==> src/rtl/dda_pkg.sv <==
// Package for the DDA line rasterizer: widths, op codes, FSM state type,
// controller/datapath command and status structs. No dependencies.
`default_nettype none

package dda_pkg;

    localparam int COORD_BITS = 9;
    localparam int FRAC_BITS  = 16;

    localparam int POS_W  = COORD_BITS + FRAC_BITS;   // unsigned position
    localparam int STEP_W = FRAC_BITS + 2;            // signed increment
    localparam int QUO_W  = FRAC_BITS + 1;            // quotient magnitude
    localparam int REM_W  = COORD_BITS + 1;           // partial remainder
    localparam int CNT_W  = $clog2(FRAC_BITS + 1);

    localparam int IN_DATA_W  = ((4 * COORD_BITS + 7) / 8) * 8;
    localparam int OUT_DATA_W = ((2 * COORD_BITS + 7) / 8) * 8;

    localparam logic [CNT_W-1:0] DIV_LAST = CNT_W'(FRAC_BITS);
    localparam logic [POS_W-1:0] POS_HALF = POS_W'(1) << (FRAC_BITS - 1);

    localparam logic OP_START   = 1'b0;
    localparam logic OP_ADVANCE = 1'b1;

    typedef enum logic [0:0] {
        ST_IDLE,
        ST_DIV
    } state_t;

    typedef struct packed {
        logic take;      // input transaction accepted this cycle
        logic div_run;   // divider iterates this cycle
    } cmd_t;

    typedef struct packed {
        logic start_nz;  // pending item is a start with nonzero span
        logic div_last;  // divider on its final iteration
        logic out_full;  // output register holds an untaken result
    } status_t;

endpackage

`default_nettype wire

==> src/rtl/dda_ctrl.sv <==
// Controller FSM for the DDA line rasterizer: input handshake and divider
// sequencing. Depends on dda_pkg.
`default_nettype none

module dda_ctrl
    import dda_pkg::*;
(
    input  wire logic    clk,
    input  wire logic    rst_n,
    input  wire logic    s_axis_tvalid,
    output logic         s_axis_tready,
    input  wire logic    m_axis_tready,
    input  wire status_t status,
    output cmd_t         cmd
);

    state_t state_reg;
    state_t state_next;

    always_ff @(posedge clk or negedge rst_n)
    begin
        if (!rst_n)
        begin
            state_reg <= ST_IDLE;
        end
        else
        begin
            state_reg <= state_next;
        end
    end

    always_comb
    begin
        s_axis_tready = (state_reg == ST_IDLE) && (!status.out_full || m_axis_tready);
        cmd.take      = s_axis_tready && s_axis_tvalid;
        cmd.div_run   = (state_reg == ST_DIV);
    end

    always_comb
    begin
        state_next = state_reg;
        unique case (state_reg)
            ST_IDLE:
            begin
                if (cmd.take && status.start_nz)
                begin
                    state_next = ST_DIV;
                end
            end
            ST_DIV:
            begin
                if (status.div_last)
                begin
                    state_next = ST_IDLE;
                end
            end
            default:
            begin
                state_next = ST_IDLE;
            end
        endcase
    end

endmodule

`default_nettype wire

==> src/rtl/dda_datapath.sv <==
// Datapath for the DDA line rasterizer: position accumulators, two
// restoring dividers for the increments, output register. Depends on dda_pkg.
`default_nettype none

module dda_datapath
    import dda_pkg::*;
(
    input  wire logic                  clk,
    input  wire logic                  rst_n,
    input  wire cmd_t                  cmd,
    output status_t                    status,
    input  wire logic [IN_DATA_W-1:0]  s_axis_tdata,
    input  wire logic                  s_axis_tuser,
    input  wire logic                  m_axis_tready,
    output logic                       m_axis_tvalid,
    output logic [OUT_DATA_W-1:0]      m_axis_tdata,
    output logic                       m_axis_tlast,
    output logic                       m_axis_tuser
);

    logic [COORD_BITS-1:0] xs, ys, xe, ye;
    logic [REM_W-1:0]      dx, dy, dx_neg, dy_neg;
    logic [COORD_BITS-1:0] ax, ay, steps_in;
    logic                  is_start;

    logic [POS_W-1:0]      pos_x_reg, pos_x_next, pos_y_reg, pos_y_next;
    logic [STEP_W-1:0]     step_x_reg, step_x_next, step_y_reg, step_y_next;
    logic [COORD_BITS-1:0] steps_left_reg, steps_left_next;
    logic                  line_active_reg, line_active_next;

    logic [COORD_BITS-1:0] div_steps_reg, div_steps_next;
    logic [REM_W-1:0]      rem_x_reg, rem_x_next, rem_y_reg, rem_y_next;
    logic [QUO_W-1:0]      quo_x_reg, quo_x_next, quo_y_reg, quo_y_next;
    logic                  neg_x_reg, neg_x_next, neg_y_reg, neg_y_next;
    logic [CNT_W-1:0]      cnt_reg, cnt_next;

    logic                  out_valid_reg, out_valid_next;
    logic [COORD_BITS-1:0] out_x_reg, out_x_next, out_y_reg, out_y_next;
    logic                  out_last_reg, out_last_next;
    logic                  out_pv_reg, out_pv_next;

    logic [POS_W-1:0]      sum_x, sum_y, rnd_x, rnd_y;
    logic                  last_adv;
    logic [REM_W-1:0]      div_den, diff_x, diff_y;
    logic                  d_x, d_y;
    logic [QUO_W-1:0]      q_fin_x, q_fin_y;

    assign xs = s_axis_tdata[COORD_BITS-1:0];
    assign ys = s_axis_tdata[2*COORD_BITS-1:COORD_BITS];
    assign xe = s_axis_tdata[3*COORD_BITS-1:2*COORD_BITS];
    assign ye = s_axis_tdata[4*COORD_BITS-1:3*COORD_BITS];

    always_comb
    begin
        is_start = (s_axis_tuser == OP_START);
        dx       = {1'b0, xe} - {1'b0, xs};
        dy       = {1'b0, ye} - {1'b0, ys};
        dx_neg   = REM_W'(0) - dx;
        dy_neg   = REM_W'(0) - dy;
        ax       = dx[COORD_BITS] ? dx_neg[COORD_BITS-1:0] : dx[COORD_BITS-1:0];
        ay       = dy[COORD_BITS] ? dy_neg[COORD_BITS-1:0] : dy[COORD_BITS-1:0];
        steps_in = (ax > ay) ? ax : ay;
    end

    // advance: accumulate, then round half up
    always_comb
    begin
        sum_x    = pos_x_reg + {{(POS_W-STEP_W){step_x_reg[STEP_W-1]}}, step_x_reg};
        sum_y    = pos_y_reg + {{(POS_W-STEP_W){step_y_reg[STEP_W-1]}}, step_y_reg};
        rnd_x    = sum_x + POS_HALF;
        rnd_y    = sum_y + POS_HALF;
        last_adv = (steps_left_reg == COORD_BITS'(1));
    end

    // one quotient bit per cycle on each axis
    always_comb
    begin
        div_den = {1'b0, div_steps_reg};
        d_x     = (rem_x_reg >= div_den);
        d_y     = (rem_y_reg >= div_den);
        diff_x  = rem_x_reg - (d_x ? div_den : REM_W'(0));
        diff_y  = rem_y_reg - (d_y ? div_den : REM_W'(0));
        q_fin_x = {quo_x_reg[QUO_W-2:0], d_x};
        q_fin_y = {quo_y_reg[QUO_W-2:0], d_y};
    end

    always_comb
    begin
        pos_x_next       = pos_x_reg;
        pos_y_next       = pos_y_reg;
        step_x_next      = step_x_reg;
        step_y_next      = step_y_reg;
        steps_left_next  = steps_left_reg;
        line_active_next = line_active_reg;
        div_steps_next   = div_steps_reg;
        rem_x_next       = rem_x_reg;
        rem_y_next       = rem_y_reg;
        quo_x_next       = quo_x_reg;
        quo_y_next       = quo_y_reg;
        neg_x_next       = neg_x_reg;
        neg_y_next       = neg_y_reg;
        cnt_next         = cnt_reg;
        out_x_next       = out_x_reg;
        out_y_next       = out_y_reg;
        out_last_next    = out_last_reg;
        out_pv_next      = out_pv_reg;

        if (cmd.take)
        begin
            if (is_start)
            begin
                pos_x_next       = {xs, {FRAC_BITS{1'b0}}};
                pos_y_next       = {ys, {FRAC_BITS{1'b0}}};
                step_x_next      = '0;
                step_y_next      = '0;
                steps_left_next  = steps_in;
                line_active_next = (steps_in != '0);
                div_steps_next   = steps_in;
                rem_x_next       = {1'b0, ax};
                rem_y_next       = {1'b0, ay};
                quo_x_next       = '0;
                quo_y_next       = '0;
                neg_x_next       = dx[COORD_BITS];
                neg_y_next       = dy[COORD_BITS];
                cnt_next         = '0;
                out_x_next       = xs;
                out_y_next       = ys;
                out_last_next    = (steps_in == '0);
                out_pv_next      = 1'b1;
            end
            else if (line_active_reg)
            begin
                pos_x_next       = sum_x;
                pos_y_next       = sum_y;
                steps_left_next  = steps_left_reg - COORD_BITS'(1);
                line_active_next = !last_adv;
                out_x_next       = rnd_x[POS_W-1:FRAC_BITS];
                out_y_next       = rnd_y[POS_W-1:FRAC_BITS];
                out_last_next    = last_adv;
                out_pv_next      = 1'b1;
            end
            else
            begin
                out_x_next    = '0;
                out_y_next    = '0;
                out_last_next = 1'b0;
                out_pv_next   = 1'b0;
            end
        end

        if (cmd.div_run)
        begin
            rem_x_next = {diff_x[COORD_BITS-1:0], 1'b0};
            rem_y_next = {diff_y[COORD_BITS-1:0], 1'b0};
            quo_x_next = q_fin_x;
            quo_y_next = q_fin_y;
            cnt_next   = cnt_reg + CNT_W'(1);
            if (status.div_last)
            begin
                step_x_next = neg_x_reg ? STEP_W'(0) - {1'b0, q_fin_x} : {1'b0, q_fin_x};
                step_y_next = neg_y_reg ? STEP_W'(0) - {1'b0, q_fin_y} : {1'b0, q_fin_y};
            end
        end

        if (cmd.take)
        begin
            out_valid_next = 1'b1;
        end
        else if (m_axis_tready)
        begin
            out_valid_next = 1'b0;
        end
        else
        begin
            out_valid_next = out_valid_reg;
        end
    end

    always_ff @(posedge clk or negedge rst_n)
    begin
        if (!rst_n)
        begin
            pos_x_reg       <= '0;
            pos_y_reg       <= '0;
            step_x_reg      <= '0;
            step_y_reg      <= '0;
            steps_left_reg  <= '0;
            line_active_reg <= 1'b0;
            cnt_reg         <= '0;
            out_valid_reg   <= 1'b0;
        end
        else
        begin
            pos_x_reg       <= pos_x_next;
            pos_y_reg       <= pos_y_next;
            step_x_reg      <= step_x_next;
            step_y_reg      <= step_y_next;
            steps_left_reg  <= steps_left_next;
            line_active_reg <= line_active_next;
            cnt_reg         <= cnt_next;
            out_valid_reg   <= out_valid_next;
        end
    end

    always_ff @(posedge clk)
    begin
        div_steps_reg <= div_steps_next;
        rem_x_reg     <= rem_x_next;
        rem_y_reg     <= rem_y_next;
        quo_x_reg     <= quo_x_next;
        quo_y_reg     <= quo_y_next;
        neg_x_reg     <= neg_x_next;
        neg_y_reg     <= neg_y_next;
        out_x_reg     <= out_x_next;
        out_y_reg     <= out_y_next;
        out_last_reg  <= out_last_next;
        out_pv_reg    <= out_pv_next;
    end

    always_comb
    begin
        status.start_nz = is_start && (steps_in != '0);
        status.div_last = (cnt_reg == DIV_LAST);
        status.out_full = out_valid_reg;
    end

    assign m_axis_tvalid = out_valid_reg;
    assign m_axis_tdata  = {{(OUT_DATA_W-2*COORD_BITS){1'b0}}, out_y_reg, out_x_reg};
    assign m_axis_tlast  = out_last_reg;
    assign m_axis_tuser  = out_pv_reg;

endmodule

`default_nettype wire

==> src/rtl/dda_line_rasterizer_core.sv <==
// Top level of the DDA line rasterizer: joins controller and datapath.
// Depends on dda_pkg, dda_ctrl, dda_datapath.
//
//  channel  dir  tdata (low bit up)                      tuser        tlast
//  s_axis   in   x_start, y_start, x_end, y_end, zeros   op           -
//  m_axis   out  pixel_x, pixel_y, zeros                 pixel_valid  last_pixel
//
// Advance: one transaction per cycle unless m_axis stalls; result registered for the next cycle.
// Start with nonzero span: accepted, then the bit-serial dividers hold
// s_axis_tready low until all QUO_W quotient bits are formed.
// Zero-length start: no divide, the FSM stays idle.
// Reset clears the FSM, line state and output valid; m_axis stalls hold
// the output register and back-pressure the input.
`default_nettype none

module dda_line_rasterizer_core
    import dda_pkg::*;
(
    input  wire logic                  clk,
    input  wire logic                  rst_n,
    input  wire logic                  s_axis_tvalid,
    output logic                       s_axis_tready,
    input  wire logic [IN_DATA_W-1:0]  s_axis_tdata,   // x_start, y_start, x_end, y_end
    input  wire logic                  s_axis_tuser,   // op
    output logic                       m_axis_tvalid,
    input  wire logic                  m_axis_tready,
    output logic [OUT_DATA_W-1:0]      m_axis_tdata,   // pixel_x, pixel_y
    output logic                       m_axis_tlast,   // last_pixel
    output logic                       m_axis_tuser    // pixel_valid
);

    cmd_t    cmd;
    status_t status;

    dda_ctrl u_ctrl (
        .clk           (clk),
        .rst_n         (rst_n),
        .s_axis_tvalid (s_axis_tvalid),
        .s_axis_tready (s_axis_tready),
        .m_axis_tready (m_axis_tready),
        .status        (status),
        .cmd           (cmd)
    );

    dda_datapath u_dp (
        .clk           (clk),
        .rst_n         (rst_n),
        .cmd           (cmd),
        .status        (status),
        .s_axis_tdata  (s_axis_tdata),
        .s_axis_tuser  (s_axis_tuser),
        .m_axis_tready (m_axis_tready),
        .m_axis_tvalid (m_axis_tvalid),
        .m_axis_tdata  (m_axis_tdata),
        .m_axis_tlast  (m_axis_tlast),
        .m_axis_tuser  (m_axis_tuser)
    );

endmodule

`default_nettype wire

==> config.mk <==
export PLATFORM = sky130hd
export DESIGN_NAME = dda_line_rasterizer_core
export DESIGN_NICKNAME = d
export VERILOG_FILES = /design/src/rtl/dda_pkg.sv /design/src/rtl/dda_ctrl.sv /design/src/rtl/dda_datapath.sv /design/src/rtl/dda_line_rasterizer_core.sv
export SDC_FILE = /design/constraint.sdc
export NUM_CORES = 1
export LEC_CHECK = 0
export BUFFER_PORTS_ARGS = -buffer_cell sky130_fd_sc_hd__buf_2
export CAP_MARGIN = 10
export CORE_AREA = 2 2 159 161
export CTS_BUF_LIST = sky130_fd_sc_hd__clkbuf_16
export DETAILED_ROUTE_END_ITERATION = 16
export DIE_AREA = 0 0 161 163
export GPL_TIMING_DRIVEN = 0
export PLACE_DENSITY = 0.72
export RECOVER_POWER = 100
export SYNTH_ARGS = -nofsm -noshare
export SYNTH_HDL_FRONTEND = slang
export SYNTH_HIERARCHICAL = 1
export SYNTH_SLANG_ARGS = --single-unit
==> constraint.sdc <==
create_clock -name clk -period 5.9 [get_ports clk]
set_input_delay 0.295 -clock clk [delete_from_list [all_inputs] [get_ports clk]]
set_output_delay 0.295 -clock clk [all_outputs]
set_load 0.005 [all_outputs]
==> results.yml, run 1 <==
run_status:
  failing_checks: "max-capacitance violations, max-slew violations"
  outcome: "complete, but fails checks"
timing:
  timing.fmax_mhz: 189
  final.setup.tns_ns: 0
  timing_worst_slew_pin_value_ns: 3.45
  relSlewSlack: -1.30
  post-route-period-util: 0.896
  post-route-worst-setup-slack_ns: 0.614
  timing.final.max_slew_violations: 95
  post-route-min-period_ns: 5.29
  final_report_hold_violation_count: 0
  finalSetupViolations: 0
  finalClockSkew_ns: 0.0182
  rsz0062_at_grt: "no"
  finalHoldWorstSlack_ns: 0.109
finish:
  number_of_nets_in_the_layout: 1671
  seq_area_mm2: 0.00505
  proportion_of_layout_cells_with_a_drive_suffix_above_1: 0.0772
  post-route-cell-area_mm2: 0.0147
  area_delta_synth_final_pct: 9.81
  antenna-diode-count: 0
  filler_cells_inserted: 2225
  layout.cells.non_filler: 1846
  multi_input_comb_area_mm2: 0.00777
synthesis:
  synthArstFlopShare: 0.554
  synthFlopType: "sky130_fd_sc_hd__dfrtp_1"
  synthesis.yosys.warnings: 6
  synth_cells: 1411
  synthesis.area_per_instance_um2: 9.47
  sequential_to_total_area_share_from_yosys_stat: 0.378
  synth_top_cells_by_count: "122 x sky130_fd_sc_hd__o21ai_0, 117 x sky130_fd_sc_hd__ha_1, 105 x sky130_fd_sc_hd__nand2_1"
  post-synth-top-count-cell: "sky130_fd_sc_hd__o21ai_0"
  synth_area_mm2: 0.0134
  yosys-top-cells-area: "sky130_fd_sc_hd__dfrtp_1 19%, sky130_fd_sc_hd__edfxtp_1 18%, sky130_fd_sc_hd__ha_1 11%"
  ys_seq_elements: 186
  synth.largest_area_cell: "sky130_fd_sc_hd__dfrtp_1"
  synth_top_area_share: 0.193
  synth-edff-count: 81
  number_of_distinct_library_cell_variants_in_the_gate_level_netlist_after_synthesis: 90
floorplanning:
  io_pins: 73
  design.die.area_mm2: 0.0262
  initial_core_util: 0.541
  core-area_mm2: 0.0247
  die_w_um: 161
  floorplan.die.height_um: 163
  core.rowCount: 58
setup_path:
  criticalPathCategory: "input port to flip-flop"
  critPathRequiredTime_ns: 6.26
  critical_path.startpoint_type: "input port"
  crit_arrival_ns: 5.64
  worst_path_max_fanout: 8
  endpoint_kind: "flip-flop"
clock_tree:
  insertion_delay_ns: 0.45
  root_buffer: "sky130_fd_sc_hd__clkbuf_16"
  clk_pin_slew_worst_paths_ns: 0.08
  post-cts-setup-buffers: 0
  clock_tree.htree_level_count: 4
  tritoncts_clock_tree: "built"
  tritoncts_num_sinks: 186
  clockBufferDepth: 2
  numCtsBuffers: 17
global_route:
  overflow: 0
  maximum_number_of_pins_on_one_net_before_global_route_repair: 60
  antenna_violations_before_repair: 0
  track_usage: 0.267
  vias_in_the_first_global_route: 10600
  grt_first_pass_wirelength_mm: 55.4
routing:
  route.detailed.vias_per_inst: 6.00
  dr.pass1.iters: 5
  detail_route.drc_violations: 0
  vias: 11100
  routed_wirelength_mm: 34.3
  antenna_violating_nets_post_route: 0
  detail_route.iter0.violations: 950
  avgRoutedWirePerCell_um: 18.6
power_and_ir_drop:
  ir_worst_vdd_mv: 0.305
  power.static_leakage_nw: 6.68
  powerDensity_mw_per_mm2: 531
placement:
  placement.io_buffers: 62
  detailed_place_hpwl_mm: 26.0
  global_placer_s_final_weighted_congestion: 0.934
  preCtsSetupSlack_ns: 0.320
  placed_cell_area_mm2: 0.0142
  dpl.cell_count: 1812
min_path:
  timing.hold.worst.class: "input port to flip-flop"
run:
  max_cap_viol_count: 2
-- worst paths after layout --
path | startpoint | endpoint | slack (ns) | cells after the start
setup / recovery | s_axis_tdata[3] | u_ctrl/state_reg | 0.61 | 24
hold / removal | s_axis_tdata[2] | u_dp/pos_x_reg[18] | 0.11 | 3
hold reg to reg | u_dp/pos_y_reg[7] | u_dp/pos_y_reg[7] | 0.49 | 2
setup reg to reg | u_dp/m_axis_tvalid | u_dp/quo_x_reg[15] | 0.86 | 9
max in group asynchronous | rst_n | u_dp/pos_y_reg[23] | 2.40 | 2
min in group asynchronous | rst_n | u_dp/pos_x_reg[9] | 1.57 | 2
-- routing by layer --
metal	GRT usage	routed length, um	part of all wire
met2	0.433	15800	0.46
met1	0.364	15500	0.45
met3	0.0362	1950	0.057
met5	0	0	0
met4	0.106	1020	0.030
-- layout by cell type, fill, tap and decap left out, types with 19 or more instances in the layout --
cell and count:
sky130_fd_sc_hd__a21o_1 56, sky130_fd_sc_hd__a21oi_1 61, sky130_fd_sc_hd__and2_0 27, sky130_fd_sc_hd__buf_2 52
sky130_fd_sc_hd__clkbuf_1 58, sky130_fd_sc_hd__dfrtp_1 103, sky130_fd_sc_hd__edfxtp_1 81, sky130_fd_sc_hd__ha_1 117
sky130_fd_sc_hd__inv_1 73, sky130_fd_sc_hd__nand2_1 105, sky130_fd_sc_hd__nand2b_1 19, sky130_fd_sc_hd__nand3_1 62
sky130_fd_sc_hd__nor2_1 74, sky130_fd_sc_hd__nor3_1 21, sky130_fd_sc_hd__o21a_1 20, sky130_fd_sc_hd__o21ai_0 123
sky130_fd_sc_hd__o22ai_1 33, sky130_fd_sc_hd__xnor2_1 64, sky130_fd_sc_hd__xor2_1 67
-- per-stage QoR --
step,power (mW),util
after floorplan,5.62,-
after global placement,6.49,0.572
after detailed placement,6.64,0.575
after CTS,7.79,0.598
after global routing,8.40,0.595
final,7.78,0.595
-- logic make-up (layout without fill, tap and decap cells) --
group | after synthesis | count (layout) | synth area share
AO/OA/AOI/OAI | 417 | 417 | 0.210
flip-flops | 186 | 186 | 0.378
AND/OR/NAND/NOR | 411 | 411 | 0.157
XOR/XNOR | 131 | 131 | 0.0859
other | 1 | 6 | 0.000281
buffers and inverters | 129 | 229 | 0.0397
adder cells (fa/ha/maj) | 123 | 123 | 0.119
multiplexers | 13 | 13 | 0.00974
-- timing repair --
item / 4_1_cts / 5_1_grt
hold endpoints to repair: 54 / 0
resized for setup: 0 / 0
setup endpoints to repair: 0 / 0
hold buffers: 1 / 0
-- report_power, final --
group          internal, mW  switching, mW
Combinational          1.79           2.41
Sequential             2.04          0.448
Clock                 0.555          0.543
Total                  4.38           3.40
-- area by class of cell --
class,count,area share
Sequential cell,186,0.344
Timing Repair Buffer,68,0.0238
Clock inverter,15,0.00904
Multi-Input combinational cell,1101,0.530
Tap cell,330,0.0281
Buffer,55,0.0170
Inverter,74,0.0189
Clock buffer,17,0.0290
-- critical path, stage by stage --
cell	delay, ns
sky130_fd_sc_hd__clkbuf_1	0.11
sky130_fd_sc_hd__inv_1	0.09
sky130_fd_sc_hd__ha_1	0.40
sky130_fd_sc_hd__a21o_1	0.21
sky130_fd_sc_hd__a21oi_1	0.21
sky130_fd_sc_hd__a31oi_1	0.15
sky130_fd_sc_hd__or2_0	0.30
sky130_fd_sc_hd__inv_1	0.17
sky130_fd_sc_hd__mux2i_1	0.48
sky130_fd_sc_hd__inv_1	0.11
sky130_fd_sc_hd__ha_1	0.33
sky130_fd_sc_hd__nor2b_1	0.14
sky130_fd_sc_hd__o21a_1	0.16
sky130_fd_sc_hd__o21a_1	0.17
sky130_fd_sc_hd__o21a_1	0.16
sky130_fd_sc_hd__o21a_1	0.19
sky130_fd_sc_hd__or3_1	0.33
sky130_fd_sc_hd__o2111a_1	0.19
sky130_fd_sc_hd__a311oi_4	0.48
sky130_fd_sc_hd__a2111oi_2	0.06
sky130_fd_sc_hd__o22ai_1	0.36
sky130_fd_sc_hd__and2_0	0.27
sky130_fd_sc_hd__nand2_1	0.10
sky130_fd_sc_hd__o31ai_2	0.18
(Power assumes the default switching activity.)
==> run 2: changes to the inputs <==
--- a/config.mk
+++ b/config.mk
@@ -7,12 +7,12 @@
 export LEC_CHECK = 0
 export BUFFER_PORTS_ARGS = -buffer_cell sky130_fd_sc_hd__buf_2
 export CAP_MARGIN = 10
-export CORE_AREA = 2 2 159 161
+export CORE_AREA = 2 2 183 140
 export CTS_BUF_LIST = sky130_fd_sc_hd__clkbuf_16
 export DETAILED_ROUTE_END_ITERATION = 16
-export DIE_AREA = 0 0 161 163
+export DIE_AREA = 0 0 185 142
 export GPL_TIMING_DRIVEN = 0
-export PLACE_DENSITY = 0.72
+export PLACE_DENSITY = 0.73
 export RECOVER_POWER = 100
 export SYNTH_ARGS = -nofsm -noshare
 export SYNTH_HDL_FRONTEND = slang
==> run 2 against run 1 <==
The flow still finishes with violations (max-capacitance violations, max-slew violations). Total power up 2.2%. Sequential share of layout area down 0.099 points. Worst setup slack worse by 0.13 ns. Combinational power up 2%. Critical path depth unchanged. Routed wire length up 6.0%. Non-clock buffer count up 1. Clock-buffer cell count unchanged. Cell count up 0.54%. Maximum frequency down 2.4%.
==> results.yml, run 2 (synthesis results as in run 1) <==
finish:
  area_delta_synth_final_pct: 10.1
  filler_cells_inserted: 2117
  number_of_nets_in_the_layout: 1672
  seq_area_mm2: 0.00505
  final_common_cell: "sky130_fd_sc_hd__o21ai_0"
  final_cell_mix: "123 x sky130_fd_sc_hd__o21ai_0, 117 x sky130_fd_sc_hd__ha_1, 105 x sky130_fd_sc_hd__nand2_1"
  post-route-cell-area_mm2: 0.0147
  multi_input_comb_area_mm2: 0.00777
  proportion_of_layout_cells_with_a_drive_suffix_above_1: 0.0791
placement:
  detailed_place_hpwl_mm: 27.3
  placed_cell_area_mm2: 0.0142
  preCtsSetupSlack_ns: 0.207
  placement.io_buffers: 62
  global_placer_s_final_weighted_congestion: 0.895
setup_path:
  worst_path_max_fanout: 8
  crit_arrival_ns: 5.77
  endpoint_kind: "flip-flop"
  criticalPathCategory: "input port to flip-flop"
  critPathRequiredTime_ns: 6.25
  critical_path.startpoint_type: "input port"
routing:
  routed_wirelength_mm: 36.3
  dr.pass1.iters: 6
  detailroute.wirelength.met2_mm: 15.9
  detail_route.drc_violations: 0
  antenna_violating_nets_post_route: 0
  vias: 11400
  route.detailed.vias_per_inst: 6.14
  highest-signal-layer: "met4"
  avgRoutedWirePerCell_um: 19.6
  wl_met3_mm: 3.22
  m1WireLength_mm: 16.6
  detail_route.iter0.violations: 1078
min_path:
  timing.hold.worst.class: "input port to flip-flop"
floorplanning:
  core-area_mm2: 0.0245
  core.rowCount: 50
  die_w_um: 185
  io_pins: 73
  design.die.area_mm2: 0.0263
  initial_core_util: 0.545
  floorplan.die.height_um: 142
global_route:
  antenna_violations_before_repair: 2
  grt_first_pass_wirelength_mm: 58.2
  vias_in_the_first_global_route: 10800
  overflow: 0
  track_usage: 0.284
  maximum_number_of_pins_on_one_net_before_global_route_repair: 55
timing:
  timing.final.max_slew_violations: 96
  timing.fmax_mhz: 185
  post-route-period-util: 0.918
  post-route-worst-setup-slack_ns: 0.482
  post-route-min-period_ns: 5.42
  finalSetupViolations: 0
  relSlewSlack: -1.08
  timing_worst_slew_pin_value_ns: 3.12
  rsz0062_at_grt: "no"
  finalHoldWorstSlack_ns: 0.117
  final.setup.tns_ns: 0
  finalClockSkew_ns: 0.0136
  final_report_hold_violation_count: 0
clock_tree:
  post-cts-setup-buffers: 0
  numCtsBuffers: 17
  clock_tree.htree_level_count: 4
  insertion_delay_ns: 0.44
  resized_gates_after_cts: 0
  root_buffer: "sky130_fd_sc_hd__clkbuf_16"
  tritoncts_num_sinks: 186
  tritoncts_clock_tree: "built"
  clk_pin_slew_worst_paths_ns: 0.07
  clockBufferDepth: 2
  post_cts_hold_buffer_count: 1
power_and_ir_drop:
  powerDensity_mw_per_mm2: 541
  ir_worst_vdd_mv: 0.265
  finalPower_mw: 7.96
  power.static_leakage_nw: 6.68
run:
  max_cap_viol_count: 2
run_status:
  outcome: "complete, but fails checks"
  failing_checks: "max-capacitance violations, max-slew violations"
run 2: report_power, final:
group	total, mW	leakage, nW	switching [mW]	internal (mW)
sequential	2.49	2.21	0.456	2.04
clock	1.18	0.279	0.549	0.633
combinational	4.28	4.20	2.49	1.79
total	7.96	6.68	3.49	4.46
run 2: area by class of cell:
type                            instances  share of cell area
Buffer                                 55              0.0164
Tap cell                              338              0.0287
Antenna cell                            1            0.000170
Multi-Input combinational cell       1101               0.528
Clock inverter                         15              0.0111
Inverter                               74              0.0189
Clock buffer                           17              0.0289
Sequential cell                       186               0.343
Timing Repair Buffer                   69              0.0241
run 2: worst max-delay path: stages:
cell and delay, ns:
sky130_fd_sc_hd__clkbuf_1 0.19, sky130_fd_sc_hd__inv_1 0.11, sky130_fd_sc_hd__ha_1 0.40, sky130_fd_sc_hd__a21o_1 0.24
sky130_fd_sc_hd__a221oi_1 0.35, sky130_fd_sc_hd__o211a_1 0.30, sky130_fd_sc_hd__nor2_1 0.12, sky130_fd_sc_hd__inv_1 0.20
sky130_fd_sc_hd__nor2_1 0.07, sky130_fd_sc_hd__a21oi_1 0.45, sky130_fd_sc_hd__ha_1 0.35, sky130_fd_sc_hd__nor2b_1 0.13
sky130_fd_sc_hd__o21a_1 0.16, sky130_fd_sc_hd__o21a_1 0.16, sky130_fd_sc_hd__o21a_1 0.17, sky130_fd_sc_hd__o21a_1 0.19
sky130_fd_sc_hd__or3_1 0.34, sky130_fd_sc_hd__o2111a_1 0.19, sky130_fd_sc_hd__a311oi_4 0.48, sky130_fd_sc_hd__a2111oi_2 0.07
sky130_fd_sc_hd__o22ai_1 0.33, sky130_fd_sc_hd__and2_0 0.20, sky130_fd_sc_hd__nand2_1 0.07, sky130_fd_sc_hd__o31ai_2 0.18
run 2: worst paths after layout:
check / startpoint / to / slack [ns] / cells past startpoint
hold reg to reg: u_dp/pos_x_reg[13] / u_dp/pos_x_reg[13] / 0.50 / 2
setup reg to reg: u_dp/m_axis_tvalid / u_dp/quo_y_reg[7] / 0.64 / 9
min in group asynchronous: rst_n / u_dp/pos_y_reg[10] / 1.42 / 2
max in group asynchronous: rst_n / u_dp/steps_left_reg[2] / 2.71 / 2
setup / recovery: s_axis_tdata[13] / u_ctrl/state_reg / 0.48 / 24
hold / removal: s_axis_tdata[6] / u_dp/pos_x_reg[22] / 0.12 / 3
run 2: through the flow:
stage / std cells / util
2_1_floorplan: 1416 / -
3_3_place_gp: 1816 / 0.575
3_5_place_dp: 1820 / 0.579
4_1_cts: 1853 / 0.603
5_1_grt: 1855 / 0.600
6_report: 1856 / 0.600
run 2: routing by layer:
| metal | GRT usage | vias to the layer above |
|---|---|---|
| met2 | 0.427 | 522 |
| met4 | 0.0710 | 0 |
| met5 | 0 | - |
| met3 | 0.0548 | 38 |
| li1 | - | 5347 |
| met1 | 0.422 | 5487 |
